[config.mk]
export PLATFORM = sky130hd
export DESIGN_NAME = pea_ctrl
export DESIGN_NICKNAME = d
export VERILOG_FILES = /design/src/rtl/pea_pkg.sv /design/src/rtl/pea_ctrl.sv
export SDC_FILE = /design/constraint.sdc
export NUM_CORES = 1
export LEC_CHECK = 0
export BUFFER_PORTS_ARGS = -buffer_cell sky130_fd_sc_hd__buf_2
export CAP_MARGIN = 20
export CORE_AREA = 3 3 40 42
export CTS_BUF_LIST = sky130_fd_sc_hd__clkbuf_2 sky130_fd_sc_hd__clkbuf_4 sky130_fd_sc_hd__clkbuf_8
export DETAILED_ROUTE_END_ITERATION = 16
export DIE_AREA = 0 0 43 45
export PLACE_DENSITY_LB_ADDON = 0.15
export SYNTH_ARGS = -nofsm -noshare
export SYNTH_HDL_FRONTEND = slang
export SYNTH_SLANG_ARGS = --single-unit
[constraint.sdc]
create_clock -name clk -period 1.55 [get_ports clk]
set_input_delay 0.3875 -clock clk [delete_from_list [all_inputs] [get_ports clk]]
set_output_delay 0.3875 -clock clk [all_outputs]
set_load 0.005 [all_outputs]
[src/rtl/pea_pkg.sv]
// pea_pkg: shared types, constants and codes for the phase energy accumulator.
// No dependencies.
`timescale 1ns / 1ps
package pea_pkg;

    localparam int PHASES      = 7;
    localparam int NUM_REGS    = 8;
    localparam int PH_W        = 3;
    localparam int TICK_W      = 32;
    localparam int CUR_W       = 12;
    localparam int ENERGY_W    = 37;
    localparam int IDX_W       = 3;

    localparam logic [IDX_W-1:0] REG_SUPPLY_MV = 3'd7;

    typedef enum logic [1:0] {
        OP_FRAME  = 2'd0,
        OP_BEGIN  = 2'd1,
        OP_END    = 2'd2,
        OP_REPORT = 2'd3
    } op_t;

    typedef struct packed {
        logic [1:0]        op;
        logic [TICK_W-1:0] timestamp;
        logic [PH_W-1:0]   phase;
    } request_t;

    typedef struct packed {
        logic [PH_W-1:0]     previous_phase;
        logic [ENERGY_W-1:0] energy_nj;
    } result_t;

    typedef enum logic [3:0] {
        ST_IDLE,
        ST_CHARGE,
        ST_DIV6,
        ST_MUL1,
        ST_MUL2,
        ST_DIVQ,
        ST_DIVR,
        ST_ACC,
        ST_DONE
    } state_t;

    // controller -> datapath
    typedef struct packed {
        logic latch;      // capture request, previous phase
        logic charge;     // frame clear or charge and phase update
        logic clr_sum;
        logic div6;       // ticks / 6
        logic mul1;       // us * current
        logic mul2;       // * supply
        logic divq;       // quotient digit of / 1e6
        logic divr;       // remainder of that digit
        logic acc;        // sum += quotient, advance index
        logic done;       // drive result
    } dp_cmd_t;

    // datapath -> controller
    typedef struct packed {
        logic is_report;
        logic last_phase;
        logic last_digit;
    } dp_stat_t;

endpackage

[src/rtl/pea_ctrl.sv]
// pea_ctrl: sequencing state machine for the phase energy accumulator.
// Depends on pea_pkg.
`timescale 1ns / 1ps
module pea_ctrl
    import pea_pkg::*;
(
    input  logic     clk,
    input  logic     rst_n,
    input  logic     start,
    input  dp_stat_t stat,
    output logic     busy,
    output dp_cmd_t  cmd
);

    state_t state_reg, state_next;

    always_ff @(posedge clk or negedge rst_n)
    begin
        if (!rst_n)
        begin
            state_reg <= ST_IDLE;
        end
        else
        begin
            state_reg <= state_next;
        end
    end

    always_comb
    begin
        state_next = state_reg;
        case (state_reg)
            ST_IDLE:   if (start) state_next = ST_CHARGE;
            ST_CHARGE: state_next = stat.is_report ? ST_DIV6 : ST_DONE;
            ST_DIV6:   state_next = ST_MUL1;
            ST_MUL1:   state_next = ST_MUL2;
            ST_MUL2:   state_next = ST_DIVQ;
            ST_DIVQ:   state_next = ST_DIVR;
            ST_DIVR:   state_next = stat.last_digit ? ST_ACC : ST_DIVQ;
            ST_ACC:    state_next = stat.last_phase ? ST_DONE : ST_DIV6;
            ST_DONE:   state_next = ST_IDLE;
            default:   state_next = ST_IDLE;
        endcase
    end

    always_comb
    begin
        cmd  = '0;
        busy = 1'b1;
        case (state_reg)
            ST_IDLE:
            begin
                busy      = 1'b0;
                cmd.latch = start;
            end
            ST_CHARGE:
            begin
                cmd.charge  = 1'b1;
                cmd.clr_sum = 1'b1;
            end
            ST_DIV6: cmd.div6 = 1'b1;
            ST_MUL1: cmd.mul1 = 1'b1;
            ST_MUL2: cmd.mul2 = 1'b1;
            ST_DIVQ: cmd.divq = 1'b1;
            ST_DIVR: cmd.divr = 1'b1;
            ST_ACC:  cmd.acc  = 1'b1;
            ST_DONE: cmd.done = 1'b1;
            default: busy = 1'b1;
        endcase
    end

endmodule

Yosys cells after proc, flatten, opt, wreduce, memory -nomap -nowiden
Index checks and enable logic that the tools add are counted.
{"block": "classes", "n_eq_ne": 9, "mux": 15, "reduce_logical": 1}
{"cell": "$pmux W4 S8", "count": 1}
{"cell": "$eq A4 B3 Y1 const B", "count": 4}
{"cell": "$mux W4", "count": 3}
{"cell": "$mux W1", "count": 9}
{"cell": "$eq A4 B2 Y1 const B", "count": 2}
{"cell": "$eq A4 B1 Y1 const B", "count": 1}
{"cell": "$eq A4 B4 Y1 const B", "count": 1}
{"cell": "$logic_not A4 Y1", "count": 1}
{"cell": "$mux W2", "count": 2}
{"cell": "$ne A2 B2 Y1 const B", "count": 1}
{"block": "totals", "regBits": 4, "inputBits": 6, "out_inout_bits": 11, "word_cells": 26}

Longest topological paths before layout
{"block": "logic_depth", "word_depth": 2, "depth_mapped": 4, "depth_no_buf": 3}

Worst setup path after synthesis
Ideal clock, no wire load.
{"block": "synth_path", "path_kind": "reg2out", "startpoint": "register state_reg[1]", "endpoint": "output port cmd[9] (netlist bit)", "arrival_ps": 1148, "t_required_ps": 1162, "path_slack_ps": 15, "path_stages_with_launch": 4, "n_path_buf": 1, "path_cell_list": "dfrtp_1 -> buf_6 -> or4_4 -> nor2_1"}
{"item": "start, declared", "line_no": "pea_ctrl.sv:15", "source": "state_t state_reg, state_next;"}
{"item": "start signal, assigned", "line_no": "pea_ctrl.sv:25", "source": "state_reg <= state_next;"}
{"item": "end, declared", "line_no": "pea_ctrl.sv:12", "source": "output dp_cmd_t cmd"}

==> impl_results.md <==
- Outcome: finished, violations left
- Failing checks: negative setup slack
- Initial Util: 0.222
- FILL cells: 147
- Initial antenna violation count: 0
- Max-Cap Viols: 0
- Chip Height: 45 um
- Pins over their slew limit: 0
- Drt drc: 0
- Final Hold Fails: 0
- Max Clk Rate: 580 MHz
- Yosys reg bits: 4
- Pin count of the biggest net entering global routing: 12
- Worst-Skew Late Latency: 0.23 ns
- Final WS setup: -0.174 ns
- Critical Path Sink Type: output port
- Critical path startpoint category: flop
- Fraction of layout cells with a size suffix above 1: 0.596
- RSZ-0062 raised after global routing: yes
- Iteration count of the initial detailed-routing pass: 4
- Worst Hold Margin: 0.459 ns
- Vias in the first global route: 288
- CP top delay family: simple AND/OR/NAND/NOR gates
- Period minus WS final: 1.72 ns
- Clock slew seen by the registers of the worst setup and hold paths: 0.03 ns
- I/O pins: 17
- Required @ worst endpoint: 1.16 ns
- Fin Clk Skew: 0.000432 ns
- CP cell instances: or4_4, nor2_2, buf_2
- TritonCTS buffer count: 3
- Dpl hpwl: 523 um
- Syn avg cell area: 7.92 um2
- CTS root buf: clkbuf_4
- Leak: 0.000242 uW
- Ys Warns: 0
- Via density: 4.51
- Pwr Density: 1970 nW/um2
- Core Footprint: 1280 um2
- Final setup violating endpoints: 2
- WL/cell: 10.1 um
- Area added between synthesis and finish: 71.5%
- Register Area: 100 um2
- Final-stage net count: 65
- Crit-path slowest cell: or4_4
- H-tree lvl count: 1
- CP max stage delay: 0.55 ns
- Final GP Congestion: 0.665
- Antenna-violating nets left: 0
- Netlist Area Pre-Place: 285 um2
- Crit Path Class: flop to output port
- PortBufs: 16
- Sequential-to-total area share from yosys stat: 0.351
- GR Util All Layers: 0.0794
- Iter 0 DRT Violations: 4
- Max reg flops: 4
- First-pass GRT wire length: 1120 um
- Via count: 325
- Placed cell count: 67
- # rows: 13
- Max IR drop VDD: 0.696 mV
- Setup TNS: -0.301 ns
- Arr. time, crit path: 1.34 ns
- Post-Syn Nets: 42
- Worst slew margin: 0.880
- Area of the die: 1940 um2
- Ant diodes: 0
- Yosys cell types: 19
- TritonCTS clock tree: done
- Period Utilization, post-route: 1.11
- Hold/Removal Path Class: input pin to flop
- Critical-path maximum fanout: 3
- Worst slew pin tran: 0.179 ns
- Clock sink count: 4
- Clock Path Buffers: 2
- Multi-input logic area: 203 um2
- WL final: 726 um
- Syn Inst Count: 36
- Remaining Overflow, GRT: 0
- Die X: 43 um
- Fin cells: 72
- Buf/Inv on CP: 1
-- per-layer routing --
layer  track usage  part of all wire  vias up
met3        0.0159             0.091        0
met5             0                 0        -
met2         0.111              0.48       15
met4        0.0723                 0        0
li1              -                 -      166
met1         0.102              0.43      144
-- area by class of cell --
| class | count | share of cell area |
|---|---|---|
| inverter | 2 | 0.0205 |
| timing repair buffer | 22 | 0.276 |
| clock buffer | 3 | 0.0460 |
| multi-input combinational | 26 | 0.414 |
| sequential | 4 | 0.205 |
| tap | 15 | 0.0384 |
-- power breakdown --
part / switching, uW / total [uW] / internal [uW]
Sequential: 26.2 / 178 / 152
Clock: 36.3 / 122 / 86.1
Combinational: 338 / 664 / 326
-- timing repair --
action | 4_1_cts | 5_1_grt
pin swaps | 0 | 2
hold endpoints to repair | 4 | 0
setup endpoints to repair | 10 | 10
hold buffers | 1 | 0
gates resized for setup | 6 | 8
setup buffers | 0 | 2
-- cells by family after synthesis --
kind of cell | after synthesis | synth area share
simple gates | 21 | 0.399
flops | 4 | 0.351
compound gates | 4 | 0.0921
xor+xnor | 1 | 0.0307
buf+inv | 6 | 0.127
-- cells in the final DEF, fill, tap and decap left out, drive strengths merged --
master	count
a211oi	1
a31oi	1
buf	21
clkbuf	3
dfrtp	4
dlygate4sd3	1
inv	2
nand2	2
nand2b	2
nor2	6
nor2b	1
nor3	7
nor3b	1
nor4b	1
o21ai	1
o21bai	1
or4	1
xor2	1
-- worst reg2reg max path, stage by stage, from the launching register on --
cell and delay [ns]:
dfrtp_1 0.37, or4_4 0.55, buf_4 0.15, nor2_2 0.08
nor3_1 0.05
-- synth_stat cells (all sizes together) --
cell type | count | area share
nor3 | 7 | 0.12
nor2 | 6 | 0.088
buf | 4 | 0.10
dfrtp | 4 | 0.35
inv | 2 | 0.026
nand2 | 2 | 0.026
nand2b | 2 | 0.044
a211oi | 1 | 0.026
a31oi | 1 | 0.022
nor2b | 1 | 0.022
nor3b | 1 | 0.026
nor4b | 1 | 0.031
o21ai | 1 | 0.018
o21bai | 1 | 0.026
or4 | 1 | 0.039
xor2 | 1 | 0.031
-- path summary, 6_finish.rpt --
check,cells after the start,slack [ns],to,startpoint
setup / recovery,3,-0.17,cmd[9],state_reg[3]
hold / removal,3,0.46,state_reg[0],start
hold reg to reg,2,0.61,state_reg[0],state_reg[0]
setup reg to reg,4,0.24,state_reg[0],state_reg[3]
max in group asynchronous,2,0.94,state_reg[3],rst_n
min in group asynchronous,2,0.49,state_reg[0],rst_n
-- through the flow --
| step | utilization | total power (uW) | cell area (um2) | setup WS [ns] |
|---|---|---|---|---|
| 2_1_floorplan | - | 514 | 285 | 0.0147 |
| 3_3_place_gp | 0.300 | 687 | 385 | 0.0715 |
| 3_5_place_dp | 0.300 | 674 | 385 | 0.0630 |
| 4_1_cts | 0.349 | 884 | 448 | -0.186 |
| 5_1_grt | 0.381 | 1050 | 489 | -0.229 |
| 6_report | 0.381 | 964 | 489 | -0.174 |
(Power assumes the default switching activity.)
